$ cat config.mk
export PLATFORM = sky130hd
export DESIGN_NAME = sensor_block_averager
export DESIGN_NICKNAME = d
export VERILOG_FILES = /design/src/rtl/sba_pkg.sv /design/src/rtl/sba_accum.sv /design/src/rtl/sba_serial_div.sv /design/src/rtl/sensor_block_averager.sv
export SDC_FILE = /design/constraint.sdc
export NUM_CORES = 1
export LEC_CHECK = 0
export BUFFER_PORTS_ARGS = -buffer_cell sky130_fd_sc_hd__buf_2
export CORE_UTILIZATION = 60
export CTS_BUF_LIST = sky130_fd_sc_hd__clkbuf_8
export DETAILED_ROUTE_END_ITERATION = 16
export GPL_TIMING_DRIVEN = 0
export PLACE_DENSITY_LB_ADDON = 0.05
export SYNTH_ARGS = -nofsm -noshare
export SYNTH_HDL_FRONTEND = slang
export SYNTH_SLANG_ARGS = --single-unit
$ cat constraint.sdc
create_clock -name clock -period 14.5 [get_ports clock]
set_clock_uncertainty 0.1 [all_clocks]
set_input_delay 2.9 -clock clock [delete_from_list [all_inputs] [get_ports clock]]
set_output_delay 2.9 -clock clock [all_outputs]
set_load 0.01 [all_outputs]
$ cat src/rtl/sba_pkg.sv
`timescale 1ns / 1ps
// ----------------------------------------------------------------------------
// sba_pkg: shared types and constants of the sensor block averager
// Field widths, word layouts and control structs used by every module.
// ----------------------------------------------------------------------------
package sba_pkg;

   localparam int BOARD_W = 15;
   localparam int PROBE_W = 15;
   localparam int HUMID_W = 14;
   localparam int PRESS_W = 17;
   localparam int SOIL_W  = 14;
   localparam int STAMP_W = 32;
   localparam int FLAGS_W = 8;
   localparam int COUNT_W = 9;

   localparam int RESET_INTERVAL = 20;

   localparam int REQ_DATA_W = 120;
   localparam int RSP_DATA_W = 160;

   // input word, first member in the highest bits so board_temp lands at bit 0
   typedef struct packed {
      logic [FLAGS_W-1:0] sensor_flags;
      logic [STAMP_W-1:0] time_ms;
      logic [SOIL_W-1:0]  soil_level;
      logic [PRESS_W-1:0] pressure;
      logic [HUMID_W-1:0] humidity;
      logic [PROBE_W-1:0] probe_temp;
      logic [BOARD_W-1:0] board_temp;
   } reading_type;

   // result word, mean_board_temp at bit 0
   typedef struct packed {
      logic [FLAGS_W-1:0] last_flags;
      logic [COUNT_W-1:0] readings_used;
      logic [STAMP_W-1:0] last_ms;
      logic [STAMP_W-1:0] first_ms;
      logic [SOIL_W-1:0]  mean_soil;
      logic [PRESS_W-1:0] mean_pressure;
      logic [HUMID_W-1:0] mean_humidity;
      logic [PROBE_W-1:0] mean_probe_temp;
      logic [BOARD_W-1:0] mean_board_temp;
   } record_type;

   typedef struct packed {
      logic add;
      logic clear;
   } acc_cmd_type;

   typedef struct packed {
      logic busy;
      logic done;
   } div_status_type;

endpackage

$ cat src/rtl/sba_accum.sv
`timescale 1ns / 1ps
// ----------------------------------------------------------------------------
// sba_accum: running sums and block bookkeeping
// Holds the five channel sums, the fill count, the first and last stamps and
// the status byte of the last reading.
// ----------------------------------------------------------------------------
module sba_accum import sba_pkg::*; #(
   parameter int EXT_W = 8
) (
   input  logic                              clock,
   input  logic                              reset,
   input  acc_cmd_type                       cmd,
   input  reading_type                       reading,
   output logic signed [BOARD_W+EXT_W-1:0]   board_sum,
   output logic signed [PROBE_W+EXT_W-1:0]   probe_sum,
   output logic        [HUMID_W+EXT_W-1:0]   humid_sum,
   output logic        [PRESS_W+EXT_W-1:0]   press_sum,
   output logic        [SOIL_W+EXT_W-1:0]    soil_sum,
   output logic        [COUNT_W-1:0]         fill_count,
   output logic        [STAMP_W-1:0]         first_stamp,
   output logic        [STAMP_W-1:0]         last_stamp,
   output logic        [FLAGS_W-1:0]         status_hold
);

   localparam int BSUM_W = BOARD_W + EXT_W;
   localparam int PSUM_W = PROBE_W + EXT_W;
   localparam int HSUM_W = HUMID_W + EXT_W;
   localparam int RSUM_W = PRESS_W + EXT_W;
   localparam int SSUM_W = SOIL_W + EXT_W;

   logic signed [BSUM_W-1:0] board_sum_ff;
   logic signed [PSUM_W-1:0] probe_sum_ff;
   logic        [HSUM_W-1:0] humid_sum_ff;
   logic        [RSUM_W-1:0] press_sum_ff;
   logic        [SSUM_W-1:0] soil_sum_ff;
   logic        [COUNT_W-1:0] fill_ff;
   logic        [STAMP_W-1:0] first_ff;
   logic        [STAMP_W-1:0] last_ff;
   logic        [FLAGS_W-1:0] flags_ff;

   always_ff @(posedge clock) begin
      if (reset || cmd.clear) begin
         board_sum_ff <= '0;
         probe_sum_ff <= '0;
         humid_sum_ff <= '0;
         press_sum_ff <= '0;
         soil_sum_ff  <= '0;
         fill_ff      <= '0;
         first_ff     <= '0;
         last_ff      <= '0;
         flags_ff     <= '0;
      end else if (cmd.add) begin
         board_sum_ff <= board_sum_ff + BSUM_W'($signed(reading.board_temp));
         probe_sum_ff <= probe_sum_ff + PSUM_W'($signed(reading.probe_temp));
         humid_sum_ff <= humid_sum_ff + HSUM_W'(reading.humidity);
         press_sum_ff <= press_sum_ff + RSUM_W'(reading.pressure);
         soil_sum_ff  <= soil_sum_ff + SSUM_W'(reading.soil_level);
         fill_ff      <= fill_ff + 1'b1;
         if (fill_ff == '0) begin
            first_ff <= reading.time_ms;
         end
         last_ff  <= reading.time_ms;
         flags_ff <= reading.sensor_flags;
      end
   end

   assign board_sum   = board_sum_ff;
   assign probe_sum   = probe_sum_ff;
   assign humid_sum   = humid_sum_ff;
   assign press_sum   = press_sum_ff;
   assign soil_sum    = soil_sum_ff;
   assign fill_count  = fill_ff;
   assign first_stamp = first_ff;
   assign last_stamp  = last_ff;
   assign status_hold = flags_ff;

endmodule

$ cat src/rtl/sba_serial_div.sv
`timescale 1ns / 1ps
// ----------------------------------------------------------------------------
// sba_serial_div: bit-serial signed divider by the fill count
// Restoring division, one quotient bit per cycle, truncation toward zero.
// ----------------------------------------------------------------------------
module sba_serial_div import sba_pkg::*; #(
   parameter int DW = 25
) (
   input  logic               clock,
   input  logic               reset,
   input  logic               start,
   input  logic [DW:0]        operand,
   input  logic [COUNT_W-1:0] divisor,
   output div_status_type     status,
   output logic [DW-1:0]      quotient
);

   localparam int STEP_W = $clog2(DW);
   localparam logic [STEP_W-1:0] LAST_STEP = STEP_W'(DW - 1);

   logic [STEP_W-1:0]  step_ff;
   logic               busy_ff;
   logic               done_ff;
   logic               neg_ff;
   logic [COUNT_W-1:0] dvs_ff;
   logic [COUNT_W-1:0] rem_ff;
   logic [COUNT_W-1:0] rem_in;
   logic [DW-1:0]      quo_ff;
   logic [DW:0]        mag_full;
   logic [COUNT_W:0]   trial;
   logic [COUNT_W:0]   diff;
   logic               fits;

   assign mag_full = operand[DW] ? (~operand + 1'b1) : operand;
   assign trial    = {rem_ff, quo_ff[DW-1]};
   assign diff     = trial - {1'b0, dvs_ff};
   assign fits     = (trial >= {1'b0, dvs_ff});
   assign rem_in   = fits ? diff[COUNT_W-1:0] : trial[COUNT_W-1:0];

   always_ff @(posedge clock) begin
      if (reset) begin
         busy_ff <= 1'b0;
         done_ff <= 1'b0;
         step_ff <= '0;
      end else begin
         done_ff <= 1'b0;
         if (start) begin
            busy_ff <= 1'b1;
            step_ff <= '0;
            neg_ff  <= operand[DW];
            dvs_ff  <= divisor;
            rem_ff  <= '0;
            quo_ff  <= mag_full[DW-1:0];
         end else if (busy_ff) begin
            // shift the next dividend bit into the remainder, the quotient bit in
            rem_ff <= rem_in;
            quo_ff <= {quo_ff[DW-2:0], fits};
            if (step_ff == LAST_STEP) begin
               busy_ff <= 1'b0;
               done_ff <= 1'b1;
            end else begin
               step_ff <= step_ff + 1'b1;
            end
         end
      end
   end

   assign status.busy = busy_ff;
   assign status.done = done_ff;
   assign quotient    = neg_ff ? (~quo_ff + 1'b1) : quo_ff;

   a_start_busy: assert property (@(posedge clock) disable iff (reset)
      start |=> busy_ff)
      else $error("divider did not start");
   a_done_idle: assert property (@(posedge clock) disable iff (reset)
      done_ff |-> !busy_ff)
      else $error("divider done while still busy");
   a_step_range: assert property (@(posedge clock) disable iff (reset)
      busy_ff |-> (step_ff <= LAST_STEP))
      else $error("divider step past quotient width");

endmodule

$ cat src/rtl/sensor_block_averager.sv
`timescale 1ns / 1ps
// ----------------------------------------------------------------------------
// sensor_block_averager: block-average decimator for five-channel readings
// Sums readings, then publishes one averaged record per publish interval.
// ----------------------------------------------------------------------------
// Each accepted word is one reading; it is added to the running sums in the
// cycle it is taken, and a reading that does not close a block leaves the
// block ready for the next word. When the fill count reaches publish_interval
// (or already stands at or above it after the interval was lowered, in which
// case the new reading is dropped) the block stops taking words and runs the
// five channel means through one shared bit-serial divider of DIV_W bits,
// where DIV_W = 17 + clog2 of the max interval held between 20 and 511: 25
// at the default MAX_INTERVAL of 256. The finished record sits in an output
// register; the next block is accepted while it waits, and only a second
// record that finds the register still full waits on rsp_tready.
// publish_interval is clamped on write: 0 reads as 1 and values above
// MAX_INTERVAL read as MAX_INTERVAL; it resets to 20.
// ----------------------------------------------------------------------------
module sensor_block_averager import sba_pkg::*; #(
   parameter int MAX_INTERVAL = 256
) (
   input  logic                  clock,
   input  logic                  reset,
   // reading words, low bit up: board_temp[15], probe_temp[15], humidity[14],
   // pressure[17], soil_level[14], time_ms[32], sensor_flags[8], zero pad
   input  logic                  req_tvalid,
   output logic                  req_tready,
   input  logic [REQ_DATA_W-1:0] req_tdata,
   // record words, low bit up: mean_board_temp[15], mean_probe_temp[15],
   // mean_humidity[14], mean_pressure[17], mean_soil[14], first_ms[32],
   // last_ms[32], readings_used[9], last_flags[8], zero pad
   output logic                  rsp_tvalid,
   input  logic                  rsp_tready,
   output logic [RSP_DATA_W-1:0] rsp_tdata,
   // publish_interval write port
   input  logic                  csr_we,
   input  logic [COUNT_W-1:0]    csr_wdata
);

   // a 9-bit register cannot hold more than 511
   localparam int EFF_MAX = (MAX_INTERVAL < 511) ? MAX_INTERVAL : 511;
   // the reset interval may exceed a small maximum until the first write
   localparam int SPAN  = (EFF_MAX > RESET_INTERVAL) ? EFF_MAX : RESET_INTERVAL;
   localparam int EXT_W = $clog2(SPAN);
   localparam int DIV_W = PRESS_W + EXT_W;
   localparam logic [COUNT_W-1:0] MAX_CODE = COUNT_W'(EFF_MAX);

   typedef enum logic [1:0] {
      ST_IDLE,
      ST_LAUNCH,
      ST_WAIT,
      ST_PUBLISH
   } state_type;

   typedef enum logic [2:0] {
      CH_BOARD,
      CH_PROBE,
      CH_HUMID,
      CH_PRESS,
      CH_SOIL
   } chan_type;

   state_type          state_ff;
   chan_type           chan_ff;
   logic [COUNT_W-1:0] interval_ff;
   logic [COUNT_W-1:0] interval_in;
   logic               rsp_valid_ff;
   record_type         record_ff;

   logic [BOARD_W-1:0] mean_board_ff;
   logic [PROBE_W-1:0] mean_probe_ff;
   logic [HUMID_W-1:0] mean_humid_ff;
   logic [PRESS_W-1:0] mean_press_ff;
   logic [SOIL_W-1:0]  mean_soil_ff;

   reading_type        reading;
   acc_cmd_type        acc_cmd;
   div_status_type     div_status;

   logic signed [BOARD_W+EXT_W-1:0] board_sum;
   logic signed [PROBE_W+EXT_W-1:0] probe_sum;
   logic        [HUMID_W+EXT_W-1:0] humid_sum;
   logic        [PRESS_W+EXT_W-1:0] press_sum;
   logic        [SOIL_W+EXT_W-1:0]  soil_sum;
   logic        [COUNT_W-1:0]       fill_count;
   logic        [STAMP_W-1:0]       first_stamp;
   logic        [STAMP_W-1:0]       last_stamp;
   logic        [FLAGS_W-1:0]       status_hold;

   logic               req_fire;
   logic               rsp_fire;
   logic               room;
   logic [COUNT_W-1:0] fill_next;
   logic               emit;
   logic               publish_load;
   logic               div_start;
   logic [DIV_W:0]     div_operand;
   logic [DIV_W-1:0]   div_quotient;

   // ---------------------------------------------------------------------
   // configuration: clamp on write
   // ---------------------------------------------------------------------
   always_comb begin
      priority if (csr_wdata == '0) begin
         interval_in = COUNT_W'(1);
      end else if (csr_wdata > MAX_CODE) begin
         interval_in = MAX_CODE;
      end else begin
         interval_in = csr_wdata;
      end
   end

   always_ff @(posedge clock) begin
      if (reset) begin
         interval_ff <= COUNT_W'(RESET_INTERVAL);
      end else if (csr_we) begin
         interval_ff <= interval_in;
      end
   end

   // ---------------------------------------------------------------------
   // intake: add the reading while the block has room, else drop it
   // ---------------------------------------------------------------------
   assign reading    = reading_type'(req_tdata[$bits(reading_type)-1:0]);
   assign req_tready = (state_ff == ST_IDLE);
   assign req_fire   = req_tvalid && req_tready;
   assign rsp_fire   = rsp_valid_ff && rsp_tready;

   assign room      = (fill_count < interval_ff);
   assign fill_next = fill_count + 1'b1;
   // close the block when it is full now or this reading fills it
   assign emit      = !room || (fill_next >= interval_ff);

   assign publish_load  = (state_ff == ST_PUBLISH) && (!rsp_valid_ff || rsp_tready);
   assign acc_cmd.add   = req_fire && room;
   assign acc_cmd.clear = publish_load;

   sba_accum #(
      .EXT_W (EXT_W)
   ) u_accum (
      .clock       (clock),
      .reset       (reset),
      .cmd         (acc_cmd),
      .reading     (reading),
      .board_sum   (board_sum),
      .probe_sum   (probe_sum),
      .humid_sum   (humid_sum),
      .press_sum   (press_sum),
      .soil_sum    (soil_sum),
      .fill_count  (fill_count),
      .first_stamp (first_stamp),
      .last_stamp  (last_stamp),
      .status_hold (status_hold)
   );

   // ---------------------------------------------------------------------
   // divider feed: a channel at a time, sign- or zero-extended to one width
   // ---------------------------------------------------------------------
   always_comb begin
      unique case (chan_ff)
         CH_BOARD: div_operand = (DIV_W + 1)'(board_sum);
         CH_PROBE: div_operand = (DIV_W + 1)'(probe_sum);
         CH_HUMID: div_operand = (DIV_W + 1)'(humid_sum);
         CH_PRESS: div_operand = (DIV_W + 1)'(press_sum);
         CH_SOIL:  div_operand = (DIV_W + 1)'(soil_sum);
         default:  div_operand = '0;
      endcase
   end

   assign div_start = (state_ff == ST_LAUNCH);

   sba_serial_div #(
      .DW (DIV_W)
   ) u_div (
      .clock    (clock),
      .reset    (reset),
      .start    (div_start),
      .operand  (div_operand),
      .divisor  (fill_count),
      .status   (div_status),
      .quotient (div_quotient)
   );

   // ---------------------------------------------------------------------
   // sequencer, mean staging and output register
   // ---------------------------------------------------------------------
   always_ff @(posedge clock) begin
      if (reset) begin
         state_ff     <= ST_IDLE;
         chan_ff      <= CH_BOARD;
         rsp_valid_ff <= 1'b0;
      end else begin
         unique case (state_ff)
            ST_IDLE: begin
               if (req_fire && emit) begin
                  chan_ff  <= CH_BOARD;
                  state_ff <= ST_LAUNCH;
               end
            end
            ST_LAUNCH: begin
               state_ff <= ST_WAIT;
            end
            ST_WAIT: begin
               if (div_status.done) begin
                  unique case (chan_ff)
                     CH_BOARD: mean_board_ff <= div_quotient[BOARD_W-1:0];
                     CH_PROBE: mean_probe_ff <= div_quotient[PROBE_W-1:0];
                     CH_HUMID: mean_humid_ff <= div_quotient[HUMID_W-1:0];
                     CH_PRESS: mean_press_ff <= div_quotient[PRESS_W-1:0];
                     CH_SOIL:  mean_soil_ff  <= div_quotient[SOIL_W-1:0];
                     default: ;
                  endcase
                  if (chan_ff == CH_SOIL) begin
                     // all five means staged; the waiting record stays intact
                     state_ff <= ST_PUBLISH;
                  end else begin
                     chan_ff  <= chan_type'(chan_ff + 1'b1);
                     state_ff <= ST_LAUNCH;
                  end
               end
            end
            ST_PUBLISH: begin
               if (publish_load) begin
                  state_ff <= ST_IDLE;
               end
            end
            default: state_ff <= ST_IDLE;
         endcase

         // hold the word until taken; load a new record into a free register
         if (publish_load) begin
            rsp_valid_ff <= 1'b1;
         end else if (rsp_fire) begin
            rsp_valid_ff <= 1'b0;
         end
      end

      if (publish_load) begin
         record_ff.mean_board_temp <= mean_board_ff;
         record_ff.mean_probe_temp <= mean_probe_ff;
         record_ff.mean_humidity   <= mean_humid_ff;
         record_ff.mean_pressure   <= mean_press_ff;
         record_ff.mean_soil       <= mean_soil_ff;
         record_ff.first_ms        <= first_stamp;
         record_ff.last_ms         <= last_stamp;
         record_ff.readings_used   <= fill_count;
         record_ff.last_flags      <= status_hold;
      end
   end

   assign rsp_tvalid = rsp_valid_ff;
   assign rsp_tdata  = RSP_DATA_W'(record_ff);

   a_close_launch: assert property (@(posedge clock) disable iff (reset)
      (req_fire && emit) |=> (state_ff == ST_LAUNCH))
      else $error("closing reading did not start the divider");
   a_done_waiting: assert property (@(posedge clock) disable iff (reset)
      div_status.done |-> (state_ff == ST_WAIT))
      else $error("divider result arrived outside the wait state");
   a_publish_clear: assert property (@(posedge clock) disable iff (reset)
      publish_load |=> (fill_count == '0) && rsp_valid_ff)
      else $error("publish did not clear the block or raise the record");

endmodule

==> results.md <==
- Clock-pin slew on the worst setup and hold paths: 0.06 ns
- DR vias: 18,330
- Synth area leaders: edfxtp_1, dfxtp_1, ha_1
- Gpl congestion: 0.9841
- Critical Path Sink Type: flip-flop
- Initial core utilization: 61.19%
- Filler instances: 2,780
- Vias per Instance: 5.753
- Netlist cell types: 78
- Root buffer cell: clkbuf_8
- Post-Synthesis Cells: 2,232
- Fmax: 190.0 MHz
- CP Class: input port to flip-flop
- TritonCTS clock tree: built
- Area leader, netlist: edfxtp_1
- Tmin final: 5.264 ns
- Post-synth EDFFs: 275
- FF+latch count, synth: 493
- VDD IR max: 0.06935 mV
- Worst EP arrival: 5.74 ns
- Post-CTS Setup Bufs: 0
- Placed Instances: 3,040
- Die Height: 198.2 µm
- Status: finished clean
- Slew at the pin closest to its max-slew limit: 1.015 ns
- Hold Crit Class: flip-flop to flip-flop
- Rel. slew slack: 32.24%
- Total GRT Usage: 30.60%
- CP required: 14.98 ns
- Number of global-route vias before repair: 17,280
- Core ar.: 37,760 µm²
- CTS Buffer Depth: 3
- Starting DRC count in detailed routing: 1,481
- Maxcap violations: 0
- Most common cell after layout, fill and taps aside: nand2_1
- Final hold vios: 0
- Clk Latency, worst-skew pair: 0.63 ns
- Resize count post-CTS: 0
- Post-placement cell area: 25,390 µm²
- Clock sink total: 493
- Gr ovfl total: 0
- Warnings, synthesis: 0
- Port buffer count: 284
- DIE WIDTH: 198.2 µm
- Most frequent cells in the layout: nand2_1, buf_2, edfxtp_1
- Largest net degree at the start of global routing: 41
- Antenna-violating nets left: 0
- Most used flip-flop cell after synthesis: edfxtp_1
- Die area: 39,290 µm²
- Avg Synthesized Cell Area: 10.35 µm²
- WL/cell: 18.90 µm
- DRT Wirelength: 60,210 µm
- DRC Markers: 0
- Leakage power: 10.94 nW
- Post-DP HPWL: 45,380 µm
- RSZ-0062 raised after global routing: no
- Place WS: 8.646 ns
- CP Max Fanout: 8
- Seq/Total Area, Yosys: 54.64%
- Htree depth: 3
- Synth Cell Area: 23,100 µm²
- TNS Setup: 0 ns
- Tcrit/Tclk final: 36.31%
- CP startpoint kind: input port
- Yosys top cell area share: 35.75%
- Router iterations before antenna repair: 7
- Area of the multi-input gates: 9828 µm²
- Final Cell Area: 26,940 µm²
- Hold buffers post-CTS: 0
- FF+latch area: 12,620 µm²
- # setup viols final: 0
- Nets: 2,877
- Final setup margin: 9.236 ns
- Layout cells sized above 1: 17.07%
- Ys async rst share: 0%
- First-pass GRT wire length: 92,240 µm
- Antenna violations before repair: 2
- Non-Filler Instances: 3,186
- TritonCTS buffer count: 79
- PD cells: 132.9 nW/µm²
- Slew Limit Fails: 0
- Synth-to-Final Area Change: 16.59%
- Row count: 71
- I/O pins: 296
## cells in the mapped netlist (21+ instances only)
cell	count
nand2_1	391
edfxtp_1	275
a21oi_1	245
dfxtp_1	218
ha_1	127
nor2_1	122
o21ai_0	82
xnor2_1	78
inv_1	68
clkbuf_1	65
xor2_1	57
nand3_1	48
a21o_1	37
nor3_1	29
o21a_1	27
or3_1	26
nand4_1	21
## metal layers
metal  vias to the layer above  wire (µm)  global-route usage (%)
met2                       718      27940                   49.86
met1                      8662      25420                   39.69
met5                         -          0                       0
met4                         0       2421                   14.53
li1                       8823          -                       -
met3                       127       4433                   5.263
## flip-flops by register name, summed over array words and instances (netlist names), 8 cells and up
register / count
rsp_tdata: 156
u_accum.first_stamp: 32
u_accum.last_stamp: 32
u_accum.press_sum: 25
u_div.quo_ff: 25
u_accum.board_sum: 23
u_accum.probe_sum: 23
u_accum.humid_sum: 22
u_accum.soil_sum: 22
mean_press_ff: 17
mean_board_ff: 15
mean_probe_ff: 15
mean_humid_ff: 14
mean_soil_ff: 14
interval_ff: 9
u_accum.fill_count: 9
u_div.dvs_ff: 9
u_div.rem_ff: 9
u_accum.status_hold: 8
## critical path, stage by stage
cell and delay [ns]:
buf_2 0.10, ha_1 0.17, inv_1 0.06, fa_1 0.41, nor2b_1 0.12, o21ai_0 0.12
a21boi_1 0.36, o211a_1 0.24, o2111ai_1 0.15, a21oi_1 0.25, o21ai_1 0.25, or4_1 0.53
nand2_1 0.07
## power breakdown
group	internal (mW)	switching (mW)
Sequential	1.56	0.0878
Combinational	0.314	0.472
Clock	0.614	0.532
## area by class of cell
type	count	area share, %
inverters	69	0.9615
diodes	4	0.03716
flip-flops and latches	493	46.86
multi-input cells	1573	36.49
plain buffers	100	1.644
well taps	511	2.374
clock inverters	50	1.003
clock buffers	92	4.701
repair buffers	294	5.932
## per-stage QoR
| stage | hold slack (ns) | power (mW) | util (%) |
|---|---|---|---|
| 2_1_floorplan | 0.3003 | 2.213 | - |
| 3_3_place_gp | 0.3023 | 2.419 | 66.68 |
| 3_5_place_dp | 0.3045 | 2.441 | 67.25 |
| 4_1_cts | 0.3079 | 3.583 | 71.32 |
| 5_1_grt | 0.3143 | 3.750 | 71.33 |
| 6_report | 0.3108 | 3.579 | 71.34 |
## kinds of logic after synthesis
| logic type | after synthesis | synth area share, % |
|---|---|---|
| other cells | 1 | 0.01623 |
| flops | 493 | 54.64 |
| xor+xnor | 135 | 5.118 |
| fa+ha+maj | 133 | 7.398 |
| mux | 13 | 0.5632 |
| compound gates | 550 | 14.82 |
| simple gates | 738 | 14.41 |
| buf+inv | 169 | 3.038 |
## path summary, 6_finish.rpt
check	from	to	slack (ns)	depth (start not counted)
min	mean_probe_ff[8]	rsp_tdata[23]	0.31	0
min reg2reg	mean_probe_ff[8]	rsp_tdata[23]	0.31	0
max	req_tdata[44]	u_accum.press_sum[22]	9.24	13
max reg2reg	chan_ff[2]	u_div.quo_ff[19]	9.95	17
Note: power is estimated with default switching activity, not from simulation.
